==> src/hdl/bsq_pkg.sv <==
// ----------------------------------------------------------------------------
// bsq_pkg
// Shared types and constants for the buffered serial queue engine.
// ----------------------------------------------------------------------------
package bsq_pkg;

    localparam int DEPTH_DEF = 128;
    localparam int BYTE_W    = 8;
    localparam int FILL_W    = 7;
    localparam int REQ_W     = 2;
    localparam int STAT_W    = 2;

    typedef enum logic [REQ_W-1:0] {
        REQ_HOST_TX   = 2'd0,
        REQ_LINE_RX   = 2'd1,
        REQ_TX_DONE   = 2'd2,
        REQ_HOST_READ = 2'd3
    } req_t;

    typedef enum logic [STAT_W-1:0] {
        ST_OK       = 2'd0,
        ST_REJECT   = 2'd1,
        ST_OVERFLOW = 2'd2,
        ST_EMPTY    = 2'd3
    } status_t;

    // controller to datapath
    typedef struct packed {
        logic capture;
        logic exec;
        logic rd;
        logic load;
    } cmd_t;

    // datapath to controller
    typedef struct packed {
        logic out_free;
    } stat_t;

endpackage

==> src/hdl/buffered_serial_queue_engine_unit.sv <==
// ----------------------------------------------------------------------------
// buffered_serial_queue_engine_unit
// Transmit and receive byte queues of DEPTH entries each (DEPTH-1 usable)
// with a transmit-busy flag. One request is handled at a time: a request
// accepted in the idle state is executed, the queue memory is then read,
// and the result is loaded into the output register once it is free; only
// then is the next request taken. The queue memory read is registered and
// follows the pointer update of the same request. The result register
// frees the input side: a new request is taken while a result still waits.
// No clearing pass is needed after reset.
// ----------------------------------------------------------------------------
module buffered_serial_queue_engine_unit #(
    parameter int DEPTH = bsq_pkg::DEPTH_DEF
) (
    input  logic                         aclk,
    input  logic                         aresetn,
    input  logic                         s_valid,
    output logic                         s_ready,
    input  logic [bsq_pkg::REQ_W-1:0]    s_req_type,
    input  logic [bsq_pkg::BYTE_W-1:0]   s_data_byte,
    input  logic                         s_burst_first,
    input  logic                         s_burst_last,
    input  logic [bsq_pkg::BYTE_W-1:0]   s_burst_length,
    output logic                         m_valid,
    input  logic                         m_ready,
    output logic [bsq_pkg::STAT_W-1:0]   m_status,
    output logic                         m_line_valid,
    output logic [bsq_pkg::BYTE_W-1:0]   m_line_byte,
    output logic                         m_read_valid,
    output logic [bsq_pkg::BYTE_W-1:0]   m_read_byte,
    output logic [bsq_pkg::FILL_W-1:0]   m_rx_fill,
    output logic [bsq_pkg::FILL_W-1:0]   m_tx_fill,
    output logic                         m_tx_busy_out
);
    import bsq_pkg::*;

    cmd_t  cmd;
    stat_t stat;

    bsq_ctrl u_ctrl (
        .aclk    (aclk),
        .aresetn (aresetn),
        .s_valid (s_valid),
        .s_ready (s_ready),
        .stat    (stat),
        .cmd     (cmd)
    );

    bsq_datapath #(
        .DEPTH (DEPTH)
    ) u_datapath (
        .aclk           (aclk),
        .aresetn        (aresetn),
        .cmd            (cmd),
        .stat           (stat),
        .s_req_type     (s_req_type),
        .s_data_byte    (s_data_byte),
        .s_burst_first  (s_burst_first),
        .s_burst_last   (s_burst_last),
        .s_burst_length (s_burst_length),
        .m_valid        (m_valid),
        .m_ready        (m_ready),
        .m_status       (m_status),
        .m_line_valid   (m_line_valid),
        .m_line_byte    (m_line_byte),
        .m_read_valid   (m_read_valid),
        .m_read_byte    (m_read_byte),
        .m_rx_fill      (m_rx_fill),
        .m_tx_fill      (m_tx_fill),
        .m_tx_busy_out  (m_tx_busy_out)
    );

    // one request in flight: no new request right after one is taken
    a_one_in_flight: assert property (@(posedge aclk) disable iff (!aresetn)
        (s_valid && s_ready) |=> !s_ready)
        else $error("request accepted while another is in flight");

    // a result never loads while the output register still holds one
    a_no_overwrite: assert property (@(posedge aclk) disable iff (!aresetn)
        (cmd.load && m_valid) |-> m_ready)
        else $error("result register overwritten");

    // a byte to the line leaves the transmitter busy
    a_line_busy: assert property (@(posedge aclk) disable iff (!aresetn)
        (m_valid && m_line_valid) |-> m_tx_busy_out)
        else $error("line byte without busy transmitter");

    // a returned read byte carries ok status and no line byte
    a_read_ok: assert property (@(posedge aclk) disable iff (!aresetn)
        (m_valid && m_read_valid) |-> (m_status == ST_OK && !m_line_valid))
        else $error("read result with bad status or line byte");

endmodule

==> src/hdl/bsq_ctrl.sv <==
// ----------------------------------------------------------------------------
// bsq_ctrl
// Sequencer: capture a request, execute it, read the queue memory, load the
// result register.
// ----------------------------------------------------------------------------
module bsq_ctrl (
    input  logic            aclk,
    input  logic            aresetn,
    input  logic            s_valid,
    output logic            s_ready,
    input  bsq_pkg::stat_t  stat,
    output bsq_pkg::cmd_t   cmd
);
    import bsq_pkg::*;

    typedef enum logic [3:0] {
        S_IDLE = 4'b0001,
        S_EXEC = 4'b0010,
        S_READ = 4'b0100,
        S_DONE = 4'b1000
    } state_t;

    state_t state_reg;
    state_t state_next;

    always_comb begin
        state_next  = state_reg;
        cmd         = '0;
        s_ready     = 1'b0;
        unique case (state_reg)
            S_IDLE: begin
                s_ready     = 1'b1;
                cmd.capture = s_valid;
                if (s_valid) begin
                    state_next = S_EXEC;
                end
            end
            S_EXEC: begin
                cmd.exec   = 1'b1;
                state_next = S_READ;
            end
            S_READ: begin
                cmd.rd     = 1'b1;
                state_next = S_DONE;
            end
            S_DONE: begin
                // hold until the result register is free
                cmd.load = stat.out_free;
                if (stat.out_free) begin
                    state_next = S_IDLE;
                end
            end
            default: begin
                state_next = S_IDLE;
            end
        endcase
    end

    always_ff @(posedge aclk) begin
        if (!aresetn) begin
            state_reg <= S_IDLE;
        end else begin
            state_reg <= state_next;
        end
    end

endmodule

==> src/hdl/bsq_datapath.sv <==
// ----------------------------------------------------------------------------
// bsq_datapath
// Transmit and receive ring queues, pointers, busy and burst flags, and the
// result register.
// ----------------------------------------------------------------------------
module bsq_datapath #(
    parameter int DEPTH = bsq_pkg::DEPTH_DEF
) (
    input  logic                         aclk,
    input  logic                         aresetn,
    input  bsq_pkg::cmd_t                cmd,
    output bsq_pkg::stat_t               stat,
    input  logic [bsq_pkg::REQ_W-1:0]    s_req_type,
    input  logic [bsq_pkg::BYTE_W-1:0]   s_data_byte,
    input  logic                         s_burst_first,
    input  logic                         s_burst_last,
    input  logic [bsq_pkg::BYTE_W-1:0]   s_burst_length,
    output logic                         m_valid,
    input  logic                         m_ready,
    output logic [bsq_pkg::STAT_W-1:0]   m_status,
    output logic                         m_line_valid,
    output logic [bsq_pkg::BYTE_W-1:0]   m_line_byte,
    output logic                         m_read_valid,
    output logic [bsq_pkg::BYTE_W-1:0]   m_read_byte,
    output logic [bsq_pkg::FILL_W-1:0]   m_rx_fill,
    output logic [bsq_pkg::FILL_W-1:0]   m_tx_fill,
    output logic                         m_tx_busy_out
);
    import bsq_pkg::*;

    localparam int AW = $clog2(DEPTH);
    localparam int CW = (AW > FILL_W) ? AW : FILL_W;
    localparam int SW = CW + 2;

    function automatic logic [AW-1:0] ptr_inc(input logic [AW-1:0] p);
        return (p == AW'(DEPTH - 1)) ? '0 : p + AW'(1);
    endfunction

    function automatic logic [CW-1:0] ring_fill(input logic [AW-1:0] w,
                                                input logic [AW-1:0] r);
        logic [CW-1:0] wc;
        logic [CW-1:0] rc;
        wc = CW'(w);
        rc = CW'(r);
        return (w < r) ? (wc - rc + CW'(DEPTH)) : (wc - rc);
    endfunction

    logic [BYTE_W-1:0] tx_mem [DEPTH];
    logic [BYTE_W-1:0] rx_mem [DEPTH];

    // captured request
    req_t              req_reg;
    logic [BYTE_W-1:0] data_reg;
    logic              first_reg;
    logic              last_reg;
    logic [BYTE_W-1:0] blen_reg;

    logic [AW-1:0] tx_wptr_reg, tx_rptr_reg, rx_wptr_reg, rx_rptr_reg;
    logic          busy_reg, burst_reg;
    logic          pop_tx_reg, pop_rx_reg;
    logic [AW-1:0] pop_addr_reg;
    status_t       status_reg;
    logic [BYTE_W-1:0] tx_rdata_reg, rx_rdata_reg;

    logic              m_valid_reg;
    logic [STAT_W-1:0] m_status_reg;
    logic              m_line_valid_reg, m_read_valid_reg, m_busy_reg;
    logic [BYTE_W-1:0] m_line_byte_reg, m_read_byte_reg;
    logic [FILL_W-1:0] m_rx_fill_reg, m_tx_fill_reg;

    logic [CW-1:0] tx_fill_c, rx_fill_c;
    logic          tx_full, tx_empty, rx_full, rx_empty;
    logic          too_long, accept_c;
    logic          tx_push, rx_push, tx_pop, rx_pop;
    logic          busy_c, burst_c;
    status_t       status_c;

    always_comb begin
        tx_fill_c = ring_fill(tx_wptr_reg, tx_rptr_reg);
        rx_fill_c = ring_fill(rx_wptr_reg, rx_rptr_reg);
        tx_full   = (tx_fill_c == CW'(DEPTH - 1));
        tx_empty  = (tx_fill_c == '0);
        rx_full   = (rx_fill_c == CW'(DEPTH - 1));
        rx_empty  = (rx_fill_c == '0);
        too_long  = ((SW'(tx_fill_c) + SW'(blen_reg)) > SW'(DEPTH - 1));
        accept_c  = first_reg ? (!too_long && (blen_reg != '0)) : burst_reg;

        tx_push  = 1'b0;
        rx_push  = 1'b0;
        tx_pop   = 1'b0;
        rx_pop   = 1'b0;
        burst_c  = burst_reg;
        busy_c   = busy_reg;
        status_c = ST_OK;
        unique case (req_reg)
            REQ_HOST_TX: begin
                tx_push = accept_c && !tx_full;
                burst_c = last_reg ? 1'b0 : accept_c;
                // kick an idle transmitter at the end of a burst
                tx_pop  = last_reg && !busy_reg && (tx_push || !tx_empty);
                busy_c  = busy_reg || tx_pop;
                if (first_reg && too_long) begin
                    status_c = ST_REJECT;
                end
            end
            REQ_LINE_RX: begin
                rx_push = !rx_full;
                if (rx_full) begin
                    status_c = ST_OVERFLOW;
                end
            end
            REQ_TX_DONE: begin
                tx_pop = !tx_empty;
                busy_c = !tx_empty;
            end
            REQ_HOST_READ: begin
                rx_pop = !rx_empty;
                if (rx_empty) begin
                    status_c = ST_EMPTY;
                end
            end
        endcase
    end

    // payload capture
    always_ff @(posedge aclk) begin
        if (cmd.capture) begin
            req_reg   <= req_t'(s_req_type);
            data_reg  <= s_data_byte;
            first_reg <= s_burst_first;
            last_reg  <= s_burst_last;
            blen_reg  <= s_burst_length;
        end
    end

    // queue memories: write on execute, registered read on the next cycle
    always_ff @(posedge aclk) begin
        if (cmd.exec && tx_push) begin
            tx_mem[tx_wptr_reg] <= data_reg;
        end
        if (cmd.rd) begin
            tx_rdata_reg <= tx_mem[pop_addr_reg];
        end
    end

    always_ff @(posedge aclk) begin
        if (cmd.exec && rx_push) begin
            rx_mem[rx_wptr_reg] <= data_reg;
        end
        if (cmd.rd) begin
            rx_rdata_reg <= rx_mem[pop_addr_reg];
        end
    end

    always_ff @(posedge aclk) begin
        if (cmd.exec) begin
            pop_addr_reg <= tx_pop ? tx_rptr_reg : rx_rptr_reg;
            status_reg   <= status_c;
        end
    end

    always_ff @(posedge aclk) begin
        if (!aresetn) begin
            tx_wptr_reg <= '0;
            tx_rptr_reg <= '0;
            rx_wptr_reg <= '0;
            rx_rptr_reg <= '0;
            busy_reg    <= 1'b0;
            burst_reg   <= 1'b0;
            pop_tx_reg  <= 1'b0;
            pop_rx_reg  <= 1'b0;
        end else if (cmd.exec) begin
            if (tx_push) begin
                tx_wptr_reg <= ptr_inc(tx_wptr_reg);
            end
            if (tx_pop) begin
                tx_rptr_reg <= ptr_inc(tx_rptr_reg);
            end
            if (rx_push) begin
                rx_wptr_reg <= ptr_inc(rx_wptr_reg);
            end
            if (rx_pop) begin
                rx_rptr_reg <= ptr_inc(rx_rptr_reg);
            end
            busy_reg   <= busy_c;
            burst_reg  <= burst_c;
            pop_tx_reg <= tx_pop;
            pop_rx_reg <= rx_pop;
        end
    end

    // result register
    always_ff @(posedge aclk) begin
        if (cmd.load) begin
            m_status_reg     <= status_reg;
            m_line_valid_reg <= pop_tx_reg;
            m_line_byte_reg  <= pop_tx_reg ? tx_rdata_reg : '0;
            m_read_valid_reg <= pop_rx_reg;
            m_read_byte_reg  <= pop_rx_reg ? rx_rdata_reg : '0;
            m_rx_fill_reg    <= rx_fill_c[FILL_W-1:0];
            m_tx_fill_reg    <= tx_fill_c[FILL_W-1:0];
            m_busy_reg       <= busy_reg;
        end
    end

    always_ff @(posedge aclk) begin
        if (!aresetn) begin
            m_valid_reg <= 1'b0;
        end else if (cmd.load) begin
            m_valid_reg <= 1'b1;
        end else if (m_ready) begin
            m_valid_reg <= 1'b0;
        end
    end

    assign stat.out_free = !m_valid_reg || m_ready;

    assign m_valid       = m_valid_reg;
    assign m_status      = m_status_reg;
    assign m_line_valid  = m_line_valid_reg;
    assign m_line_byte   = m_line_byte_reg;
    assign m_read_valid  = m_read_valid_reg;
    assign m_read_byte   = m_read_byte_reg;
    assign m_rx_fill     = m_rx_fill_reg;
    assign m_tx_fill     = m_tx_fill_reg;
    assign m_tx_busy_out = m_busy_reg;

endmodule

==> config.mk <==
export PLATFORM = sky130hd
export DESIGN_NAME = buffered_serial_queue_engine_unit
export DESIGN_NICKNAME = d
export VERILOG_FILES = /design/src/hdl/bsq_pkg.sv /design/src/hdl/buffered_serial_queue_engine_unit.sv /design/src/hdl/bsq_ctrl.sv /design/src/hdl/bsq_datapath.sv
export SDC_FILE = /design/constraint.sdc
export NUM_CORES = 2
export LEC_CHECK = 0
export BUFFER_PORTS_ARGS = -buffer_cell sky130_fd_sc_hd__buf_2
export CAP_MARGIN = 30
export CORE_MARGIN = 3
export CORE_UTILIZATION = 50
export CTS_CLUSTER_DIAMETER = 30
export DETAILED_ROUTE_END_ITERATION = 16
export HOLD_SLACK_MARGIN = 0.03
export PLACE_DENSITY = 0.66
export SLEW_MARGIN = 20
export SYNTH_ARGS = -nofsm -noshare
export SYNTH_HDL_FRONTEND = slang
export SYNTH_SLANG_ARGS = --single-unit
==> constraint.sdc <==
create_clock -name aclk -period 4.98 [get_ports aclk]
set_input_delay 0.747 -clock aclk [delete_from_list [all_inputs] [get_ports aclk]]
set_output_delay 0.747 -clock aclk [all_outputs]
set_load 0.02 [all_outputs]
==> out/metrics.cfg <==
[critical_path]
required_ns = 5.61
cp.arrival_ns = 5.45
critical-path-slowest-cell = or4_1
critPathCaptureType = flop
cp_max_fo = 12
crit_type = flop to flop
worstSetupStartpointType = flop
path_buf_inv = 5
critPathMaxStageDelay_ns = 0.54
cp_top_family = simple AND/OR/NAND/NOR gates
crit_chain = inv_1 > ha_1 > inv_1 > fa_1 > a211oi_2 > o211ai_1 > o211ai_2 > inv_2 > ha_1 > a21o_1 > or4b_4 > o211ai_4 > o211ai_2 > or4_1 > buf_4 > nor2_1 > buf_4

[cts]
cts_buffers = 369
cts_num_sinks = 2165
tritoncts = built
clk_pin_slew_worst_paths_ns = 0.06
cts_root_buf = clkbuf_16
cts_max_level = 5
worstSkewPairLatency_ns = 0.94
clock_tree.buffer_depth = 4

[sta]
final.setup_skew_ns = 0.0575
setup-violations-final = 0
max_slew_margin = 0.259
fin_tns_setup_ns = 0
worst_pin_slew_ns = 1.11
fin_crit_sh = 0.969
hold_viol = 0
period_minus_slack_ns = 4.82
grt_setup_unrepaired = true
slew_violations = 0
setup_ws_ns = 0.155
max_freq_ghz = 0.207

[global_routing]
grt_pass1_vias = 42900
track_usage = 0.237
grt_max_degree = 185
grt_pass1_wl_um = 300000
overflow = 0
grt_antenna_before_repair = 6

[cells_and_area]
layout-drive-gt1-share = 0.337
fill_cells = 11300
nets = 4531
largest_registers = u_datapath.rx_mem x1024, u_datapath.tx_mem x1024
area_delta_synth_final_pct = 20.7

[routing]
routedWlPerCell_um = 29.4
antenna_left = 0
viasPerCell = 6.09
drcViolationCount = 0
drt_iter0_drc = 5066
routed_wirelength_um = 205000
firstDrtPassIters = 6
vias = 42500

[floorplan]
num_rows = 150
die_w_um = 417
dieArea_sq_um = 174000
initial_core_util = 0.505
io_pins = 61
dieHeight_um = 417
coreArea_sq_um = 168000

[synth]
synth-simple-area-share = 0.0297
yosys_warnings = 0
syn_area_per_cell_sq_um = 21.5
yosysSeqAreaShare = 0.764
synth_top_cells_by_area = edfxtp_1 (76%), mux4_2 (16%), nor2_1 (1.3%)
synthFlopType = edfxtp_1
synthXorXnorAreaFrac = 0.00104
synth-seq-cells = 2165
synth_top_family_by_area = multiplexers
syn-num-nets = 3991
syn_inst = 3940
synth_mux_area_frac = 0.168
yosysTopAreaCell = edfxtp_1
synth_compound_area_frac = 0.0183
synth_fa_ha_area_frac = 0.00426
synth_edf_count = 2128
synth_top_area_frac = 0.756
yosysUniqueCellTypes = 67
async_flop_share = 0
synth_area_sq_um = 84600

[outcome]
status = finished, final reports clean

[pwr]
p_per_area_nw_per_um2 = 459
peakVddDrop_mv = 0.495
p_leak_nw = 33.4

[placed_design]
port_buffers = 60
place_ws_ns = 0.0399
place.gp.congestion = 0.836
place_hpwl_um = 119000

[worst_hold_path]
hp-class = primary input to flop

[job]
maxCapViolations = 0

-- cells in the mapped netlist (3+ instances only) --
library cell	number
edfxtp_1	2128
mux4_2	608
nor2_1	304
clkbuf_1	114
inv_1	97
a211oi_1	70
buf_2	54
o21ai_0	51
nand2_1	49
nor2b_1	46
mux2i_1	45
buf_1	43
nand3_1	39
dfxtp_1	37
o22ai_1	32
ha_1	24
a21oi_1	23
and2_1	20
or4_1	14
nor3_1	13
or3_1	13
nand2b_1	9
o21a_1	8
and3_1	6
nand3b_1	6
nand4_1	6
nor3b_1	6
xor2_1	6
o21ai_1	4
xnor2_1	4
a21o_1	3
fa_1	3
inv_2	3
o2111ai_1	3
o211ai_1	3
o31ai_1	3
or2_2	3
-- final timing paths --
check,end,cells after the start,slack [ns],startpoint
hold reg to reg,u_datapath.m_status[1]$_DFFE_PP_,0,0.42,u_datapath.status_reg[1]$_DFFE_PP_
setup reg to reg,u_datapath.tx_mem[49][1]$_DFFE_PP_,17,0.16,u_datapath.tx_wptr_reg[0]$_SDFFE_PN0P_
setup / recovery,u_datapath.tx_mem[49][1]$_DFFE_PP_,17,0.16,u_datapath.tx_wptr_reg[0]$_SDFFE_PN0P_
hold / removal,u_ctrl.state_reg[1]$_SDFFE_PN0P_,2,0.13,s_valid
-- layout make-up --
class | instances | area, sq um | share of cell area
sequential | 2165 | 64600 | 0.633
clock inverter | 251 | 2910 | 0.0285
multi-input combinational | 1462 | 18700 | 0.184
clock buffer | 409 | 9530 | 0.0934
tap | 2204 | 2760 | 0.0270
inverter | 100 | 375 | 0.00368
antenna | 1 | 2.50 | 0.0000245
timing repair buffer | 382 | 3140 | 0.0307
-- cells in the final DEF, fill, tap and decap left out, types with 39 or more instances in the layout --
cell type,count
inv_6,48
inv_1,97
buf_2,60
mux4_2,608
clkbuf_16,376
nand2_1,49
edfxtp_1,2128
mux2i_1,45
a211oi_1,69
nor2b_1,45
buf_4,271
nor2_1,287
o21ai_0,51
nand3_1,39
bufinv_16,42
-- timing repair --
item | CTS | global route
endpoints found under the hold margin | 20 | 0
gates resized for setup | 0 | 18
setup endpoints to repair | 0 | 548
hold buffers | 20 | 0
buffers inserted | 0 | 0
-- power by group --
group / internal [W] / switching [W] / total (W)
logic: 0.000364 / 0.000994 / 0.00136
registers: 0.0203 / 0.0000417 / 0.0204
clock network: 0.0162 / 0.00899 / 0.0252
-- cell families after synthesis --
family | after synthesis
AO/OA/AOI/OAI | 227
XOR/XNOR | 10
adder cells (fa/ha/maj) | 27
buffers and inverters | 313
flip-flops | 2165
multiplexers | 655
AND/OR/NAND/NOR | 543
-- metal layers --
| layer | routed length (um) | vias up | part of all wire | GRT usage |
|---|---|---|---|---|
| li1 | - | 17600 | - | - |
| met1 | 82700 | 22400 | 0.40 | 0.339 |
| met2 | 99800 | 2087 | 0.49 | 0.373 |
| met3 | 16600 | 360 | 0.081 | 0.0457 |
| met4 | 5950 | 4 | 0.029 | 0.0798 |
| met5 | 27 | - | 0.00013 | 0 |
-- stage by stage --
step	std cells	area [sq um]	utilization	total power, W	hold slack, ns
after floorplan	3940	84600	-	0.0215	0.400
after global placement	6291	89400	0.533	0.0221	0.407
after detailed placement	6291	89400	0.533	0.0221	0.422
after CTS	6971	102000	0.609	0.0473	0.0605
after global routing	6973	102000	0.609	0.0482	0.110
final	6974	102000	0.609	0.0469	0.125
Power figures use the tool's default switching activity.
